**src/hw/rtl/bps_pkg.sv**
```systemverilog
// Shared types, status codes and CRC helper for the BPS patch applier.
package bps_pkg;

  // Input word as it arrives on the item channel
  typedef struct packed {
    logic [1:0]  action;
    logic [7:0]  data_byte;
    logic        last_byte;
    logic [19:0] read_address;
  } item_t;

  // Result word on the result channel
  typedef struct packed {
    logic [3:0]  status;
    logic [7:0]  read_data;
    logic [20:0] target_size;
    logic [20:0] bytes_written;
  } result_t;

  // Raw action codes
  localparam logic [1:0] ACT_START  = 2'd0;
  localparam logic [1:0] ACT_SOURCE = 2'd1;
  localparam logic [1:0] ACT_PATCH  = 2'd2;
  localparam logic [1:0] ACT_READ   = 2'd3;

  // Classified operation handed from front to back
  typedef enum logic [1:0] {
    OP_START,
    OP_SOURCE,
    OP_PATCH,
    OP_READ
  } op_t;

  typedef struct packed {
    op_t         op;
    logic [7:0]  data;
    logic        last;
    logic [19:0] addr;
  } cmd_t;

  // Status codes
  localparam logic [3:0] ST_BUSY          = 4'd0;
  localparam logic [3:0] ST_DONE          = 4'd1;
  localparam logic [3:0] ST_BAD_MAGIC     = 4'd2;
  localparam logic [3:0] ST_TOO_SMALL     = 4'd3;
  localparam logic [3:0] ST_VARINT        = 4'd4;
  localparam logic [3:0] ST_TRUNCATED     = 4'd5;
  localparam logic [3:0] ST_META_INVALID  = 4'd6;
  localparam logic [3:0] ST_SOURCE_SIZE   = 4'd7;
  localparam logic [3:0] ST_TOO_LARGE     = 4'd8;
  localparam logic [3:0] ST_ILLEGAL_WRITE = 4'd9;
  localparam logic [3:0] ST_ILLEGAL_READ  = 4'd10;
  localparam logic [3:0] ST_RESULT_SIZE   = 4'd11;
  localparam logic [3:0] ST_PATCH_CRC     = 4'd12;
  localparam logic [3:0] ST_SOURCE_CRC    = 4'd13;
  localparam logic [3:0] ST_TARGET_CRC    = 4'd14;

  localparam logic [7:0]  VARINT_MSB = 8'h80;
  localparam logic [7:0]  VARINT_MAX = 8'hFF;
  localparam logic [7:0]  VARINT_NEAR_MAX = 8'hFE;
  localparam logic [31:0] CRC_POLY   = 32'hEDB88320;
  localparam int          WINDOW_LEN = 12;
  localparam int          MIN_PATCH  = 19;

  // Magic "BPS1", one byte per position
  function automatic logic [7:0] magic_byte(logic [1:0] idx);
    logic [7:0] b;
    case (idx)
      2'd0:    b = 8'h42;
      2'd1:    b = 8'h50;
      2'd2:    b = 8'h53;
      default: b = 8'h31;
    endcase
    return b;
  endfunction

  // Reflected CRC-32, one byte
  function automatic logic [31:0] crc_byte(logic [31:0] c, logic [7:0] b);
    logic [31:0] r;
    r = c ^ {24'd0, b};
    for (int k = 0; k < 8; k++) begin
      r = r[0] ? ((r >> 1) ^ CRC_POLY) : (r >> 1);
    end
    return r;
  endfunction

endpackage

```
**src/hw/rtl/bps_front.sv**
```systemverilog
// Front end: accepts input words, classifies them and queues them for the back end.
module bps_front (
  input  logic            clk,
  input  logic            rst,
  input  logic            item_valid,
  output logic            item_ready,
  input  bps_pkg::item_t  item,
  output logic            cmd_valid,
  output bps_pkg::cmd_t   cmd,
  input  logic            cmd_pop
);

  bps_pkg::cmd_t cls;
  bps_pkg::cmd_t slot [2];
  logic          wr_ptr;
  logic          rd_ptr;
  logic [1:0]    count;
  logic          push;

  // Classify the action; the last flag only counts on patch bytes
  always_comb begin
    cls.data = item.data_byte;
    cls.addr = item.read_address;
    cls.last = 1'b0;
    case (item.action)
      bps_pkg::ACT_START:  cls.op = bps_pkg::OP_START;
      bps_pkg::ACT_SOURCE: cls.op = bps_pkg::OP_SOURCE;
      bps_pkg::ACT_PATCH: begin
        cls.op   = bps_pkg::OP_PATCH;
        cls.last = item.last_byte;
      end
      default:             cls.op = bps_pkg::OP_READ;
    endcase
  end

  assign item_ready = (count != 2'd2);
  assign push       = item_valid && item_ready;
  assign cmd_valid  = (count != 2'd0);
  assign cmd        = slot[rd_ptr];

  // Two-entry queue
  always_ff @(posedge clk) begin
    if (push) begin
      slot[wr_ptr] <= cls;
    end
    if (rst) begin
      wr_ptr <= 1'b0;
      rd_ptr <= 1'b0;
      count  <= 2'd0;
    end else begin
      if (push) begin
        wr_ptr <= ~wr_ptr;
      end
      if (cmd_pop) begin
        rd_ptr <= ~rd_ptr;
      end
      case ({push, cmd_pop})
        2'b10:   count <= count + 2'd1;
        2'b01:   count <= count - 2'd1;
        default: count <= count;
      endcase
    end
  end

endmodule

```
**config.mk**
```make
export PLATFORM = sky130hd
export DESIGN_NAME = bps_front
export DESIGN_NICKNAME = d
export VERILOG_FILES = /design/src/hw/rtl/bps_pkg.sv /design/src/hw/rtl/bps_front.sv
export SDC_FILE = /design/constraint.sdc
export NUM_CORES = 1
export LEC_CHECK = 0
export BUFFER_PORTS_ARGS = -buffer_cell sky130_fd_sc_hd__buf_2
export CAP_MARGIN = 20
export CORE_ASPECT_RATIO = 0.5
export CORE_MARGIN = 3
export CORE_UTILIZATION = 38
export DETAILED_ROUTE_END_ITERATION = 12
export HOLD_SLACK_MARGIN = 0.03
export PLACE_DENSITY = 0.63
export RECOVER_POWER = 100
export SETUP_SLACK_MARGIN = 0.5
export SLEW_MARGIN = 5
export SYNTH_ARGS = -nofsm -noshare
export SYNTH_HDL_FRONTEND = slang
export SYNTH_SLANG_ARGS = --single-unit
```
**constraint.sdc**
```tcl
create_clock -name clk -period 1.72 [get_ports clk]
set_input_delay 0.172 -clock clk [delete_from_list [all_inputs] [get_ports clk]]
set_output_delay 0.172 -clock clk [all_outputs]
set_load 0.01 [all_outputs]
```
==> results by stage, run 1 <==
Status:
- The run finished with clean final reports.

Synth:
- The netlist area before placement is roughly 2500 um2.
- The post-synthesis compound-gate area fraction is 0.0102.
- Of the total synthesized cell area, the portion taken by XOR and XNOR cells is 0.0107.
- The part of the Yosys area used for sequential elements is 0.799.
- The yosys synthesis warning count is 0.
- Of the total synthesized cell area, the portion taken by full adders, half adders and majority gates is 0.00509.
- After synthesis, the largest family of logic cells by area is multiplexers.
- The share of synthesized area in the top cell type comes to 0.758.
- By area the synthesized netlist is led by edfxtp_1 76%, mux2_2 14%, dfxtp_1 4.1%, xnor2_1 0.71%, buf_2 0.61%.
- Measured against the total synthesized area, the mux share comes to 0.142.
- The top cell type by total area after synthesis is edfxtp_1.
- Of the total synthesized cell area, the portion taken by AND, OR, NAND and NOR gates is 0.0224.
- Synthesis instantiated 19 different standard cells from the library.
- Synthesis produced a netlist whose cell count is 123.
- Synthesis produced a netlist with a net count of 159.
- The mean cell area of the mapped netlist is 20.0 um2.
- The post-synthesis sequential element count is 67.

Min path:
- The worst min-delay path category is in -> reg.
- The worst hold path begins at item[17].

Layout:
- After filler insertion, the fill cell instance count of the layout stands at around 540.
- 0 antenna diodes ended up in the layout.
- The final layout net count is 256.
- From synthesis to final layout, the design area changed by 41.5%.
- The final standard cell count with taps included and fillers excluded is 313.
- Of the cells placed in the final design, the portion with a size suffix greater than 1 is 0.342.

Clocking:
- The clock net in this run drives a total of 67 sinks.
- In this run, CTS created clock tree buffers numbering 9.
- The clock passes through at most 2 buffers.
- In this run the number of H-tree levels came out at 3.
- The clock network latency to the later pin of the worst-skew pair is between 300 and 400 ps.
- The root buffer cell chosen for the clock tree is clkbuf_16.
- The clock slew seen by the registers of the worst setup and hold paths is 50 ps.
- The TritonCTS clock tree is built.

STA:
- Static timing analysis puts the maximum clock frequency at ~630 MHz.
- Setup repair after global routing could not meet its margin everywhere.
- The number of hold violations in the final report is 0.
- Headroom to the max-slew limit came out at 0.783.
- Clock skew on the completed layout was measured at ~4.5 ps.
- The max-slew violation count is 0.
- Dividing the final minimum period by the clock period gives 0.916.
- The sum of negative setup slack is 0 ps.
- The transition time at the pin with the least slew margin is 325 ps.
- The total setup violations reported at the end of the flow is 0.
- The worst path in the final design needs a cycle of 1580 ps, including I/O delays and setup.

Setup path:
- The critical path is of the reg -> out type.
- In this run the worst setup path terminates at cmd[13].
- The kind of end point of the critical path is an output port.
- The launching point of the worst reg2reg path is count[0].
- Setup slack on the worst reg-to-reg path comes out at 220 ps.
- The highest fanout seen on the critical path is 14.
- The cell count of the worst reg-to-reg path is 5.
- The endpoint identified for the worst register-to-register timing path is count[1].
- The kind of start point of the critical path is a flip-flop.
- The data arrival time at the worst-slack endpoint is 1400 ps.
- The critical path data required time is 1550 ps.

Drt:
- The count of nets left with antenna violations once routing finished came out at 0.
- After detailed routing, the average wire length per cell comes to 14.7 um.
- In the routed layout, each cell is associated on average with a via count of 4.37.
- The detailed-route wire length is approximately 4600 um.
- For this run, design rule violations remaining after detail routing come to 0.
- The first detailed-routing pass ran for 4 iterations.
- In this run, the number of DRC markers left after iteration 0 of detailed routing was between 60 and 70.
- The detailed router placed roughly 1400 vias in this run.

Floorplan:
- The area inside the core boundary is ~6200 um2.
- The area enclosed by the die boundary is roughly 7500 um2.
- The horizontal die dimension is 120 um.
- The initial core utilization is 0.399.
- The boundary pin count is 68.
- The total number of placement rows is 20.
- The die span in y is around 63 um.

Place:
- Detailed placement finished with a half-perimeter wire length of 3000 um.
- The instance count after placement with tap cells included is 278.
- During placement, the flow inserted port buffers numbering 67.
- The weighted congestion at the end of routability-driven global placement is 0.660.

Power:
- IR analysis of the VDD net gives a maximum drop of 0.000590 V.
- For this design the ratio of total power to cell area is between 1000 and 1500 nW/um2.
- The leakage power figure is between 1 and 1.5 nW.

Global route:
- The pin count of the biggest net entering global routing is 19.
- The number of global-route vias before repair is 1532.
- The first global-routing pass estimated 7470 um of wire.
- The number of antenna violations at the first check in global routing is 0.
- For this run, the total global-route usage over all layers was measured as 0.134.
- The overall overflow remaining after global route is 0.

Job:
- Max-cap violations in this run came to 0.
-- power breakdown --
part	internal [mW]	switching, mW	leakage (nW)
Sequential	1.96	0.0422	0.622
Clock	1.45	0.640	0.161
Combinational	0.309	0.308	0.420
Total	3.72	0.990	1.20
-- per-stage QoR --
| step | total power, mW | worst slack, ps | util | hold WS [ps] | area, um2 |
|---|---|---|---|---|---|
| after CTS | 4.82 | 158 | 0.576 | 30.8 | 3540 |
| final | 4.71 | 144 | 0.564 | 46.8 | 3470 |
| after global placement | 2.58 | 388 | 0.480 | 359 | 2960 |
| after detailed placement | 2.60 | 311 | 0.480 | 366 | 2960 |
| after global routing | 4.90 | 84.5 | 0.564 | 31.3 | 3470 |
| after floorplan | 2.35 | 265 | - | 237 | 2480 |
-- cell type report --
class / count / area, um2 / share of cell area
inverters: 1 / 5.00 / 0.00144
well taps: 88 / 110 / 0.0317
clock buffers: 10 / 239 / 0.0688
clock inverters: 6 / 113 / 0.0324
repair buffers: 91 / 566 / 0.163
flip-flops and latches: 67 / 1960 / 0.565
multi-input cells: 50 / 478 / 0.138
-- per-layer routing --
layer	vias up	routed length, um	track usage
met5	-	0	0
met4	0	36	0.0599
met3	4	193	0.0533
met2	29	2510	0.234
met1	671	1870	0.144
li1	664	-	-
-- how the worst min path moves through the flow --
stage                     cells after the start  slack [ps]          end
after floorplan                               1         240     count[0]
after global placement                        1         360  slot[0][17]
after detailed placement                      1         370   slot[1][2]
after CTS                                     1          30   slot[0][5]
after global routing                          1          30  slot[0][17]
final                                         1          50  slot[0][17]
-- logic make-up (layout without fill, tap and decap cells) --
group / Yosys count / count (layout)
flip-flops: 67 / 67
multiplexers: 31 / 31
AND/OR/NAND/NOR: 11 / 11
XOR/XNOR: 3 / 3
buffers and inverters: 6 / 108
adder cells (fa/ha/maj): 1 / 1
AO/OA/AOI/OAI: 4 / 4
-- cells in the mapped netlist (all sizes together) --
cell	number
o21ai	1
buf	3
inv	1
edfxtp	62
xnor2	2
or2	1
clkbuf	2
or3	1
nand2b	1
a21bo	1
nor2	4
dfxtp	5
nand2	2
xor2	1
mux2	31
and3	1
nand3b	1
ha	1
a21oi	2
-- layout by cell type, fill, tap and decap left out, types with 2 or more instances in the layout --
| cell | instances |
|---|---|
| dfxtp_1 | 3 |
| clkbuf_1 | 53 |
| clkinvlp_4 | 3 |
| nor2_1 | 4 |
| buf_2 | 13 |
| edfxtp_1 | 62 |
| mux2_2 | 31 |
| buf_12 | 3 |
| bufinv_16 | 3 |
| clkbuf_16 | 10 |
| xnor2_1 | 2 |
| dfxtp_2 | 2 |
| clkbuf_4 | 2 |
| dlygate4sd3_1 | 13 |
| buf_4 | 3 |
| a21oi_1 | 2 |
-- state kept, by name (all words and copies together) (netlist names), named ones only --
register  cells
slot         62
count         2
rd_ptr        1
wr_ptr        1
-- worst max-delay path: stages, from the launching register on --
cell and delay [ps]:
dfxtp_2 430, buf_12 180, mux2_2 340, clkbuf_1 130
-- repair_timing --
action                                  CTS  global route
hold buffers                             13             0
endpoints found under the hold margin    26             0
endpoints found under the setup margin   95            95
pin swaps                                 1             1
buffers inserted                          3             1
resized for setup                        17             5
cloned                                    1             1
Note: power is estimated with default switching activity, not from simulation.
==> run 2: changes to the inputs <==
PLACE_DENSITY = 0.61   (was 0.63)
clock period = 1.8 ns   (was 1.72 ns; I/O delays follow)
==> run 2 against run 1 <==
- sequential power shrank 5%
- register-to-register slack barely moved
- hold slack worse by 2.0 ps
- cell area fell by 1.6%
- non-clock buffer count decreased by 8
- utilization fell by 0.89 points
- combinational power about the same
- via count down 2.0%
- largest power group unchanged
- highest routed layer unchanged
==> results by stage, run 2 (same netlist as run 1, synthesis figures left out) <==
STA:
- The clock period minus final worst setup slack is 1620 ps.
- Setup repair after global routing could not meet its margin everywhere.
- Headroom to the max-slew limit came out at 0.843.
- The number of hold violations in the final report is 0.
- In the finished design, the share of the clock period the worst path needs comes to 0.900.
- The max-slew violation count was 0.
- Setup violations remaining at the end of the flow were counted as 0.
- Between clock sinks in the finished design, the worst skew comes to 5.50 ps.
- The transition time at the pin with the least slew margin is roughly 240 ps.
- Static timing analysis puts the maximum clock frequency at 617 MHz.
- In the post-route analysis, the smallest setup slack over all paths is 180 ps.
- The sum of negative setup slack is 0 ps.
- The worst hold margin is 44.8 ps.

Setup path:
- At the worst endpoint, the required time is 1620 ps.
- The slowest stage of the critical path is the dfxtp_4 cell.
- The worst setup path is captured at an output port.
- Walking the worst path, the cells encountered are clkbuf_2, mux2_1, buf_6.
- In this run the critical register-to-register path is launched from count[0].
- On the worst path, the slowest cell contributes a delay of 410 ps.
- In this run the register-to-register setup slack is 210 ps.
- The worst register-to-register path ends at slot[1][23].
- Data arrives at the worst endpoint at 1440 ps.
- The worst setup path is launched from a flip-flop.
- The type of the setup path with the least slack is reg -> out.
- The highest fanout seen on the critical path is 5.
- The cell count of the worst reg-to-reg path is 4.

Power:
- The power density of the placed cells is 1310 nW/um2.
- The analysis attributes to cell leakage a power of ~1.2 nW.
- VDD sags by at most 0.000662 V.

Layout:
- The multi-input logic area is 494 um2.
- The layout overhead on the synthesized area is 39.2%.
- The fraction of the core area covered by cells at the end of the flow is 0.555.
- In the final layout, the registers with the most flip-flops are slot (62), count (2).
- The area taken by flip-flops and latches is about 2000 um2.
- Leaving out fill and tap cells, the most frequent cells in the layout are 62 x edfxtp_1, 45 x clkbuf_1, 25 x mux2_2.
- More flip-flops sit in one register than any other, and that register is slot.
- The number of fill cells is 524.
- Leaving out fill and tap cells, the most frequent cell in the layout is edfxtp_1.
- The register with the most flip-flops in the layout has 62 of them.
- 0 antenna diodes ended up in the layout.
- The post-route standard cell area excluding fillers is 3420 um2.
- At the end of the flow, the number of nets in the layout was about 250.
- The ratio of cells with drive above 1 in the final layout is 0.410.

Place:
- Prior to clock tree synthesis, the placed netlist has a worst setup slack of 356 ps.
- The total placed instance area is 2970 um2.
- The count of input and output buffers is 67.
- Summed over all nets, the half-perimeter wirelength after detailed placement is 2880 um.
- At the end of routability-driven placement, the weighted congestion stood at ~0.68.

Min path:
- In this run the worst hold path is classified as in -> reg.
- The startpoint of the lowest-slack hold path is item[21].
- The cell depth of the worst hold path is 1.
- The worst hold path terminates at slot[1][21].

Clocking:
- The cell chosen for the clock root is clkbuf_16.
- The number of sinks on the clock net is 67.
- The clock network latency to the later pin of the worst-skew pair is roughly 320 ps.
- TritonCTS created 9 clock buffers.
- The number of levels in the clock H-tree is 3.
- TritonCTS built the clock tree.
- The clock slew seen by the registers of the worst setup and hold paths is 60 ps.
- The clock tree buffer depth is 2.

Floorplan:
- The boundary pin count is 68.
- In this run the core area contains 20 standard-cell rows.
- The die covers between 7000 and 8000 um2.
- The die span in y is around 63 um.
- The area inside the core boundary is 6160 um2.
- The horizontal die dimension is 120 um.
- For this configuration, the core starts out at a cell density of 0.399.

Global route:
- The number of antenna violations at the first check in global routing is 0.
- The first global-routing pass estimated roughly 7300 um of wire.
- The number of global-route vias before repair was 1510.
- Across every metal layer, demand over resource in global routing totals 0.131.
- Summed over all layers, the global routing overflow is 0.
- The pin count of the biggest net entering global routing is 23.

Drt:
- Dividing the detail-routed wire length by the instance count gives between 15 and 20 um.
- Using the TritonRoute via totals, the vias-per-cell ratio works out to about 4.4.
- The detailed router finished its first iteration with 19 violations.
- The length of the first detailed-routing pass in iterations is 4.
- The count of nets left with antenna violations once routing finished came out at 0.
- The total via count in the routed design is 1340.
- The routed design has about 4600 um of wire.
- For this run, design rule violations remaining after detail routing come to 0.

Job:
- The number of max-cap violations is 0.

Status:
- The run finished with clean final reports.
-- run 2: cell types whose count changed in the layout (fill, tap and decap cells not counted), moves of 4 or more --
cell	delta
clkbuf_1	-8
buf_6	+8
buf_2	+5
mux2_2	-6
clkbuf_2	+4
mux2_4	+4
dlygate4sd3_1	-13
-- run 2: how the worst max path moves through the flow --
stage | from | cells after the start | slack [ps] | to
5_1_grt | count[0] | 4 | 110 | slot[1][23]
3_5_place_dp | count[0] | 4 | 360 | slot[0][17]
4_1_cts | flip-flop | 3 | 240 | cmd[28]
2_1_floorplan | count[0] | 3 | 340 | slot[0][0]
3_3_place_gp | count[0] | 4 | 360 | slot[0][17]
6_report | flip-flop | 3 | 180 | cmd[1]
-- run 2: critical path: cells and delay by family, from the launching register on --
kind	cells	cell delay [ps]
multiplexers	1	360
buffers and inverters	2	350
flip-flops	1	410
-- run 2: final cells by class --
class                      instances  area share
sequential                        67       0.575
timing repair buffer              83       0.147
multi-input combinational         50       0.145
clock buffer                      10      0.0670
clock inverter                     6      0.0333
tap                               88      0.0322
inverter                           1     0.00146
-- run 2: what timing repair did --
item / 4_1_cts / 5_1_grt
resized for setup: 24 / 7
gates cloned: 1 / 3
pin swaps: 2 / 0
setup endpoints to repair: 76 / 85
hold endpoints to repair: 0 / 0
setup buffers: 7 / 1
hold buffers: 0 / 0
-- run 2: report_power, final --
part           total [mW]  switching [mW]  internal, mW
clock network        1.97           0.614          1.35
registers            1.91          0.0440          1.87
logic               0.615           0.298         0.317
total                4.50           0.956          3.54
-- run 2: layer usage --
layer,GRT usage,part of all wire,vias up
li1,-,-,654
met1,0.136,0.38,647
met2,0.227,0.55,30
met3,0.0561,0.054,9
met4,0.0685,0.022,0
met5,0,0,-
-- run 2: through the flow --
step / total power, mW / instances
2_1_floorplan: 2.25 / 123
3_3_place_gp: 2.48 / 277
3_5_place_dp: 2.49 / 277
4_1_cts: 4.59 / 301
5_1_grt: 4.67 / 305
6_report: 4.50 / 305
